$ cat config.mk
export PLATFORM = sky130hd
export DESIGN_NAME = sparse_bitmap_index_decoder
export DESIGN_NICKNAME = d
export VERILOG_FILES = /design/src/sbid_pkg.sv /design/src/sbid_ctrl.sv /design/src/sbid_dp.sv /design/src/sparse_bitmap_index_decoder.sv
export SDC_FILE = /design/constraint.sdc
export NUM_CORES = 1
export LEC_CHECK = 0
export BUFFER_PORTS_ARGS = -buffer_cell sky130_fd_sc_hd__buf_4
export CORE_ASPECT_RATIO = 0.5
export CORE_UTILIZATION = 36
export CTS_CLUSTER_DIAMETER = 100
export DETAILED_ROUTE_END_ITERATION = 8
export GPL_TIMING_DRIVEN = 0
export SETUP_SLACK_MARGIN = 0.02
export SLEW_MARGIN = 15
export SYNTH_ARGS = -nofsm -noshare
export SYNTH_HDL_FRONTEND = slang
export SYNTH_SLANG_ARGS = --single-unit
$ cat constraint.sdc
create_clock -name clk -period 4.8 [get_ports clk]
set_input_delay 1.2 -clock clk [delete_from_list [all_inputs] [get_ports clk]]
set_output_delay 1.2 -clock clk [all_outputs]
set_load 0.02 [all_outputs]
$ cat src/sbid_pkg.sv
// Shared types for the two-level compressed bitmap decoder.
// Holds the controller state type and the command/status bundles.
// No dependencies.
package sbid_pkg;

	typedef enum logic [0:0] {
		ST_IDLE,
		ST_EMIT
	} sbid_state_t;

	// controller -> datapath
	typedef struct packed {
		logic accept;    // take the input word
		logic load_bad;  // load the bad-element result into the output register
		logic emit;      // load the next position into the output register
	} sbid_cmd_t;

	// datapath -> controller
	typedef struct packed {
		logic ctrl_word; // input word is read as a control word
		logic elem_zero; // masked element word is zero
		logic elem_last; // one bit left in the held element mask
	} sbid_stat_t;

endpackage

$ cat src/sbid_ctrl.sv
// Controller for the bitmap decoder: handshakes and the idle/emit sequence.
// Depends on sbid_pkg; drives commands to sbid_dp.
module sbid_ctrl
	import sbid_pkg::*;
(
	input  logic       clk,
	input  logic       arst_n,
	input  logic       in_valid,
	output logic       in_stall,
	output logic       out_valid,
	input  logic       out_stall,
	input  sbid_stat_t stat,
	output sbid_cmd_t  cmd
);

	sbid_state_t state_q, state_d;
	logic        out_valid_q, out_valid_d;
	logic        out_free;

	always_ff @(posedge clk or negedge arst_n) begin
		if (!arst_n) begin
			state_q     <= ST_IDLE;
			out_valid_q <= 1'b0;
		end else begin
			state_q     <= state_d;
			out_valid_q <= out_valid_d;
		end
	end

	assign out_free  = !out_valid_q || !out_stall;
	assign out_valid = out_valid_q;

	always_comb begin
		state_d      = state_q;
		cmd          = '0;
		in_stall     = 1'b1;
		unique case (state_q)
			ST_IDLE: begin
				// hold input while a result still waits
				in_stall   = !out_free;
				cmd.accept = in_valid && out_free;
				if (cmd.accept && !stat.ctrl_word) begin
					if (stat.elem_zero) begin
						cmd.load_bad = 1'b1;
					end else begin
						state_d = ST_EMIT;
					end
				end
			end
			ST_EMIT: begin
				if (out_free) begin
					cmd.emit = 1'b1;
					if (stat.elem_last) begin
						state_d = ST_IDLE;
					end
				end
			end
			default: begin
				state_d = ST_IDLE;
			end
		endcase

		if (cmd.load_bad || cmd.emit) begin
			out_valid_d = 1'b1;
		end else if (!out_stall) begin
			out_valid_d = 1'b0;
		end else begin
			out_valid_d = out_valid_q;
		end
	end

endmodule

$ cat src/sbid_dp.sv
// Datapath for the bitmap decoder: chunk base, pending subchunks, element
// mask and the output register. Depends on sbid_pkg; driven by sbid_ctrl.
module sbid_dp
	import sbid_pkg::*;
#(
	parameter int CHUNK_SIZE = 256,
	parameter int SUB_SIZE   = 32
) (
	input  logic        clk,
	input  logic        arst_n,
	input  logic [31:0] word,
	input  logic        new_bitmap,
	input  sbid_cmd_t   cmd,
	output sbid_stat_t  stat,
	output logic [31:0] position,
	output logic        last_of_word,
	output logic        bad_element
);

	localparam int SubRatio = CHUNK_SIZE / SUB_SIZE;
	localparam int SubCount = (SubRatio > 32) ? 32 : SubRatio;
	localparam int PidxW    = (SubCount > 1) ? $clog2(SubCount) : 1;
	localparam int EidxW    = $clog2(SUB_SIZE);

	logic [SubCount-1:0] pending_q, pend_eff, pend_next;
	logic [31:0]         base_q, base_eff;
	logic [SUB_SIZE-1:0] elem_q, elem_in;
	logic [31:0]         off_q, off_d;
	logic [SubCount-1:0] ctrl_in;
	logic [PidxW-1:0]    pidx;
	logic [EidxW-1:0]    eidx;
	logic [31:0]         pos_q;
	logic                last_q, bad_q;

	// a restart clears state before the word is looked at
	assign pend_eff  = new_bitmap ? '0 : pending_q;
	assign base_eff  = new_bitmap ? '0 : base_q;
	assign pend_next = pend_eff & (pend_eff - 1'b1);
	assign ctrl_in   = word[SubCount-1:0];
	assign elem_in   = word[SUB_SIZE-1:0];

	always_comb begin
		pidx = '0;
		for (int i = SubCount - 1; i >= 0; i--) begin
			if (pend_eff[i]) begin
				pidx = PidxW'(i);
			end
		end
	end

	always_comb begin
		eidx = '0;
		for (int i = SUB_SIZE - 1; i >= 0; i--) begin
			if (elem_q[i]) begin
				eidx = EidxW'(i);
			end
		end
	end

	assign off_d = base_eff + 32'(pidx) * 32'(SUB_SIZE);

	assign stat.ctrl_word = (pend_eff == '0);
	assign stat.elem_zero = (elem_in == '0);
	assign stat.elem_last = ((elem_q & (elem_q - 1'b1)) == '0);

	always_ff @(posedge clk or negedge arst_n) begin
		if (!arst_n) begin
			pending_q <= '0;
			base_q    <= '0;
		end else if (cmd.accept) begin
			if (pend_eff == '0) begin
				if (ctrl_in == '0) begin
					base_q    <= base_eff + 32'(CHUNK_SIZE);
					pending_q <= '0;
				end else begin
					base_q    <= base_eff;
					pending_q <= ctrl_in;
				end
			end else begin
				pending_q <= pend_next;
				// advance the base once the last subchunk is consumed
				base_q    <= (pend_next == '0) ? base_eff + 32'(CHUNK_SIZE) : base_eff;
			end
		end
	end

	always_ff @(posedge clk) begin
		if (cmd.accept) begin
			elem_q <= elem_in;
			off_q  <= off_d;
		end else if (cmd.emit) begin
			elem_q <= elem_q & (elem_q - 1'b1);
		end
		if (cmd.load_bad) begin
			pos_q  <= '0;
			last_q <= 1'b1;
			bad_q  <= 1'b1;
		end else if (cmd.emit) begin
			pos_q  <= off_q + 32'(eidx);
			last_q <= stat.elem_last;
			bad_q  <= 1'b0;
		end
	end

	assign position     = pos_q;
	assign last_of_word = last_q;
	assign bad_element  = bad_q;

endmodule

$ cat src/sparse_bitmap_index_decoder.sv
// Top level of the two-level compressed bitmap decoder.
// Instantiates sbid_ctrl and sbid_dp; uses sbid_pkg.
//
// channel  direction  handshake             payload
// input    in         in_valid / in_stall   word[31:0], new_bitmap
// output   out        out_valid / out_stall position[31:0], last_of_word, bad_element
//
// A control word gives no beat. An element word is loaded, then gives one beat
// per set bit, each set bit found by a priority encoder over the held mask; a
// zero element word loads its single beat as it is accepted.
// One item is in work at a time; the next word is taken at the edge where the
// last beat leaves.
// arst_n clears the chunk base, pending subchunks, controller state and output valid.
// A stalled output holds its beat and stalls the sequence behind it.
module sparse_bitmap_index_decoder
	import sbid_pkg::*;
#(
	parameter int CHUNK_SIZE = 256,
	parameter int SUB_SIZE   = 32
) (
	input  logic        clk,
	input  logic        arst_n,
	input  logic        in_valid,
	output logic        in_stall,
	input  logic [31:0] word,
	input  logic        new_bitmap,
	output logic        out_valid,
	input  logic        out_stall,
	output logic [31:0] position,
	output logic        last_of_word,
	output logic        bad_element
);

	sbid_cmd_t  cmd;
	sbid_stat_t stat;

	sbid_ctrl u_ctrl (
		.clk       (clk),
		.arst_n    (arst_n),
		.in_valid  (in_valid),
		.in_stall  (in_stall),
		.out_valid (out_valid),
		.out_stall (out_stall),
		.stat      (stat),
		.cmd       (cmd)
	);

	sbid_dp #(
		.CHUNK_SIZE (CHUNK_SIZE),
		.SUB_SIZE   (SUB_SIZE)
	) u_dp (
		.clk          (clk),
		.arst_n       (arst_n),
		.word         (word),
		.new_bitmap   (new_bitmap),
		.cmd          (cmd),
		.stat         (stat),
		.position     (position),
		.last_of_word (last_of_word),
		.bad_element  (bad_element)
	);

endmodule
-- After elaboration in Yosys (flattened, before gate mapping)
Cells that the tools add are included.
- register bits: 140
- input port bits: 37
- output and inout bits: 36
- add/sub/neg operators: 5
- equality and inequality tests: 1
- mux-type cells: 62
- bitwise gates (word level): 3
- reductions and logical operators: 14
- operator list (cell ; count):
    $mux W32 ; 6
    $mux W5 ; 32
    $logic_not A32 Y1 ; 2
    $add A32 B5 Y32 ; 1
    $add A32 B8 Y32 ; 1
    $add A32 B9 Y32 const B ; 1
    $and A32 B32 Y32 ; 1
    $sub A32 B1 Y32 const B ; 1
    $logic_not A8 Y1 ; 3
    $mux W3 ; 8
    $mux W8 ; 3
    $mux W1 ; 11
    $and A8 B8 Y8 ; 1
    $sub A8 B1 Y8 const B ; 1
    $logic_not A1 Y1 ; 4
    $logic_and A1 B1 Y1 ; 2
    $logic_or A1 B1 Y1 ; 2
    $mux W2 ; 1
    $ne A2 B1 Y1 const B ; 1
    $pmux W1 S2 ; 1
    $reduce_bool A2 Y1 ; 1
    $not A1 Y1 ; 1

-- Logic depth before layout (Yosys ltp)
- depth in word-level cells: 33
- depth in mapped cells: 17
- mapped depth without buffers: 17

-- By module
A second synthesis with hierarchy kept.
- cell total of the unflattened synthesis: 867
- area total of the unflattened synthesis: 7806.2 sq um
- modules (own cells, without submodules) (module ; times used ; cells an instance ; area each (sq um) ; seq. area each (sq um)):
    sbid_dp ; 1 ; 854 ; 7687.4 ; 3603.5
    sbid_ctrl ; 1 ; 13 ; 118.9 ; 50.0

-- Least setup slack after synthesis
OpenSTA, ideal clock, no wires.
- kind: input to register
- start point: input port new_bitmap
- end point: register u_dp.off_q[31] (data pin)
- setup time: 266 ps
- arrival: 3691 ps
- data required time: 4534 ps
- slack: 844 ps
- cell stages on the path: 14
- path buffers: 4
- path through: clkbuf_1 -> clkbuf_1 -> clkbuf_1 -> clkbuf_1 -> nor3_1 -> ha_1 -> inv_1 -> fa_1 -> inv_1 -> a21oi_1 -> nor2_1 -> nand2_1 -> nor4_1 -> xnor2_1
- longest elaborated chain between the ends: 10
- elaborated cells between the ends (all ways): 11
- classes of those cells: 1 x add/sub; 10 x mux
- ends and longest elaborated chain (item ; RTL line ; source):
    start: declaration ; sparse_bitmap_index_decoder.sv:26 ; input logic new_bitmap,
    $mux W8 ; sbid_dp.sv:36 ; assign pend_eff = new_bitmap ? '0 : pending_q;
    $mux W3 (8 in a row) ; sbid_dp.sv:45 ; if (pend_eff[i]) begin
    $add A32 B8 Y32 * ; sbid_dp.sv:60 ; assign off_d = base_eff + 32'(pidx) * 32'(SUB_SIZE);
    net u_dp.off_d[31] ; sbid_dp.sv:28 ; logic [31:0] off_q, off_d;
    end signal: assignment ; sbid_dp.sv:90 ; off_q <= off_d;
    end: declaration ; sbid_dp.sv:28 ;
The timed path passes the listed nets; every way through them passes the cells marked *.
A chain may end at the register's enable or synchronous reset.

-- Worst setup path after layout
- start point: input port new_bitmap
- end point: register u_dp.off_q[20] (data pin)
Same word-level chain as after synthesis.

==> run_results.csv <==
group,metric,value,unit
pwr,peakVddDrop,0.256,mV
timing,finalCritPeriodShare,93.9,%
detailed_routing,wl_met3,1080,µm
timing,worstMarginPinSlew,0.963,ns
critical_path,crit_type,"primary input to flip-flop",
worst_hold_path,worstHoldPathType,"flip-flop to flip-flop",
clock_tree,cts_resized,1,
cells_and_area,final_cell_mix,"118 x nand2_1, 93 x nor2_1, 72 x buf_4",
timing,setup_viol,0,
clock_tree,htreeDepth,4,
place,pre_cts_ws,-0.453,ns
timing,maxSlewHeadroom,35.2,%
timing,slew_violations,0,
clock_tree,cts_buffers,17,
detailed_routing,wl_met2,9690,µm
status,status,"completed",
place,io_buffer_count,72,
synth,avgSynthCellArea,9.12,µm²
global_route,grt_pass1_wl,34100,µm
critical_path,crit_chain,"buf_4 > clkbuf_1 > clkbuf_1 > clkbuf_2 > a211oi_1 > ha_1 > a21oi_1 > nor2b_1 > nand2_1 > or2_2 > or3_1 > a21oi_1",
floorplanning,die_x,208,µm
critical_path,critPathRequiredTime,5.05,ns
timing,skew,0.0112,ns
clock_tree,cts_sinks,140,
cells_and_area,mostFrequentLayoutCell,"nand2_1",
detailed_routing,wl_per_cell,17.1,µm
timing,finalHoldViolCount,0,
detailed_routing,drt-vias-per-instance,5.48,
floorplanning,ioPinCount,73,
global_route,overflow,0,
clock_tree,clkLatencyLatePin,0.43,ns
synth,yosysWarnings,0,
synth,async_flop_share,30.0,%
global_route,grt_max_degree,43,
synth,synth-edff-count,64,
cells_and_area,diodes,0,
clock_tree,post-cts-setup-buffer-count,0,
critical_path,cpPeakStageDelay,0.45,ns
critical_path,startpoint_type,"primary input",
critical_path,crit_fanout,10,
timing,setup_slack,0.291,ns
global_route,grtUsageTotal,20.0,%
floorplanning,core,0.0206,mm²
synth,syn_area,0.00762,mm²
synth,ys.flop_type,"edfxtp_1",
clock_tree,cts_tree,"built",
run,cap_violations,0,
clock_tree,cts_hold_buf,0,
critical_path,critPathSlowestCell,"clkbuf_1",
global_route,antenna_found_initial,0,
critical_path,crit_arrival,4.76,ns
global_route,grt_pass1_vias,6508,
cells_and_area,nets,976,
timing,grt_setup_unrepaired,"false",
timing,fin_crit,4.51,ns
pwr,power_density,355,mW/mm²
detailed_routing,drt_iter0_drc,533,
floorplanning,start_util,36.9,%
cells_and_area,drive_gt1_share,13.3,%
clock_tree,cts-root-buf,"clkbuf_16",
detailed_routing,routed.top_layer,"met4",
synth,yosysSeqAreaShare,47.9,%
clock_tree,clkTransAtPathRegs,0.06,ns
synth,syn_inst,836,
place,dp_hpwl,15200,µm
floorplanning,die_h,105,µm
cells_and_area,fillerInstances,2009,
cells_and_area,area_growth,20.6,%
synth,mappedNetlistNets,884,
synth,synth.ff_latch_count,140,
floorplanning,placement_rows,37,
detailed_routing,vias,6649,
timing,fmax,0.222,GHz
synth,ys_types,61,
detailed_routing,postRouteAntennaNets,0,
floorplanning,dieArea,0.0218,mm²
place,post-place-cells,1183,
critical_path,crit_path_end_kind,"flip-flop",
pwr,p_total,3.27,mW
detailed_routing,wirelength_met1,9720,µm
place,gp_congestion,0.871,
detailed_routing,routed_wl,20800,µm
detailed_routing,dr.pass1.iters,5,
detailed_routing,drc_errors,0,
cells_and_area,fin_cells,1214,
clock_tree,clk_path_buf_depth,2,
timing,holdWs,0.452,ns
pwr,p_leak,3.35,nW
[layer usage]
| layer | track usage [%] | vias up |
|---|---|---|
| met5 | 0 | - |
| met4 | 6.08 | 0 |
| met3 | 3.70 | 22 |
| met2 | 32.3 | 179 |
| met1 | 27.4 | 3235 |
| li1 | - | 3213 |
[critical path, delay by kind of cell]
kind | cells | cell delay, ns
adder cells (fa/ha/maj) | 1 | 0.36
AO/OA/AOI/OAI | 3 | 0.52
buffers and inverters | 4 | 1.33
AND/OR/NAND/NOR | 4 | 1.34
[flip-flops by register name (all words and copies together) (netlist names)]
| name | cells |
|---|---|
| u_dp.base_q | 32 |
| u_ctrl.out_valid | 1 |
| u_dp.off_q | 32 |
| u_dp.position | 32 |
| u_dp.pending_q | 8 |
| u_dp.bad_element | 1 |
| u_ctrl.state_q | 1 |
| u_dp.last_of_word | 1 |
| u_dp.elem_q | 32 |
[final timing paths]
| check | from | endpoint | slack, ns | cells past startpoint |
|---|---|---|---|---|
| worst max-delay path | new_bitmap | u_dp.off_q[20] | 0.29 | 12 |
| worst min-delay path | u_dp.bad_element | u_dp.bad_element | 0.45 | 1 |
| worst max register to register | u_dp.elem_q[27] | u_dp.position[31] | 0.71 | 14 |
| worst min register to register | u_dp.bad_element | u_dp.bad_element | 0.45 | 1 |
| max in group asynchronous | arst_n | u_dp.base_q[5] | 3.63 | 1 |
| min in group asynchronous | arst_n | u_dp.base_q[27] | 0.76 | 1 |
[final cells by class]
type                            count  area (µm²)  area share (%)
Multi-Input combinational cell    640        3760            40.9
Sequential cell                   140        3650            39.7
Timing Repair Buffer               74         588            6.39
Clock buffer                       18         429            4.67
Tap cell                          273         342            3.71
Clock inverter                     14         206            2.24
Buffer                             33         136            1.48
Inverter                           22        82.6           0.898
[cells by family after synthesis]
logic type	after synthesis	share of synthesized area [%]
flip-flops	140	47.9
AO/OA/AOI/OAI	165	14.0
XOR/XNOR	65	7.47
buffers and inverters	56	2.87
AND/OR/NAND/NOR	395	25.2
multiplexers	1	0.148
adder cells (fa/ha/maj)	14	2.40
[stage by stage]
step / util, % / instance area (µm²) / TNS (ns)
3_5_place_dp: 41.4 / 8560 / -3.94
6_report: 44.5 / 9200 / 0
4_1_cts: 44.5 / 9190 / 0
3_3_place_gp: 41.2 / 8510 / -3.66
5_1_grt: 44.5 / 9200 / 0
2_1_floorplan: - / 7620 / 0
[power breakdown]
part | total (mW) | internal (mW) | leakage (nW) | switching (mW)
combinational | 0.413 | 0.170 | 1.58 | 0.243
sequential | 1.40 | 1.33 | 1.47 | 0.0742
clock | 1.45 | 0.883 | 0.302 | 0.569
[synthesized netlist by cell type (6+ instances only)]
| library cell | count | area share [%] |
|---|---|---|
| a22o_1 | 6 | 0.69 |
| nand2_1 | 118 | 5.8 |
| o31ai_1 | 8 | 0.79 |
| nor2_1 | 93 | 4.6 |
| nor3_1 | 24 | 1.6 |
| nand4_1 | 18 | 1.5 |
| nor4_1 | 22 | 1.8 |
| xnor2_1 | 41 | 4.7 |
| dfrtp_1 | 42 | 14 |
| inv_1 | 21 | 1.0 |
| o21ai_0 | 48 | 3.2 |
| nor2b_1 | 16 | 1.3 |
| a21oi_1 | 32 | 2.1 |
| nand3_1 | 37 | 2.4 |
| a211oi_1 | 33 | 3.2 |
| ha_1 | 9 | 1.5 |
| and2_1 | 11 | 0.90 |
| or3_1 | 13 | 1.1 |
| xor2_1 | 24 | 2.8 |
| edfxtp_1 | 64 | 25 |
| nand2b_1 | 16 | 1.3 |
| clkbuf_1 | 31 | 1.5 |
| or4_1 | 6 | 0.59 |
| dfxtp_1 | 34 | 8.9 |
Power figures use the tool's default switching activity.
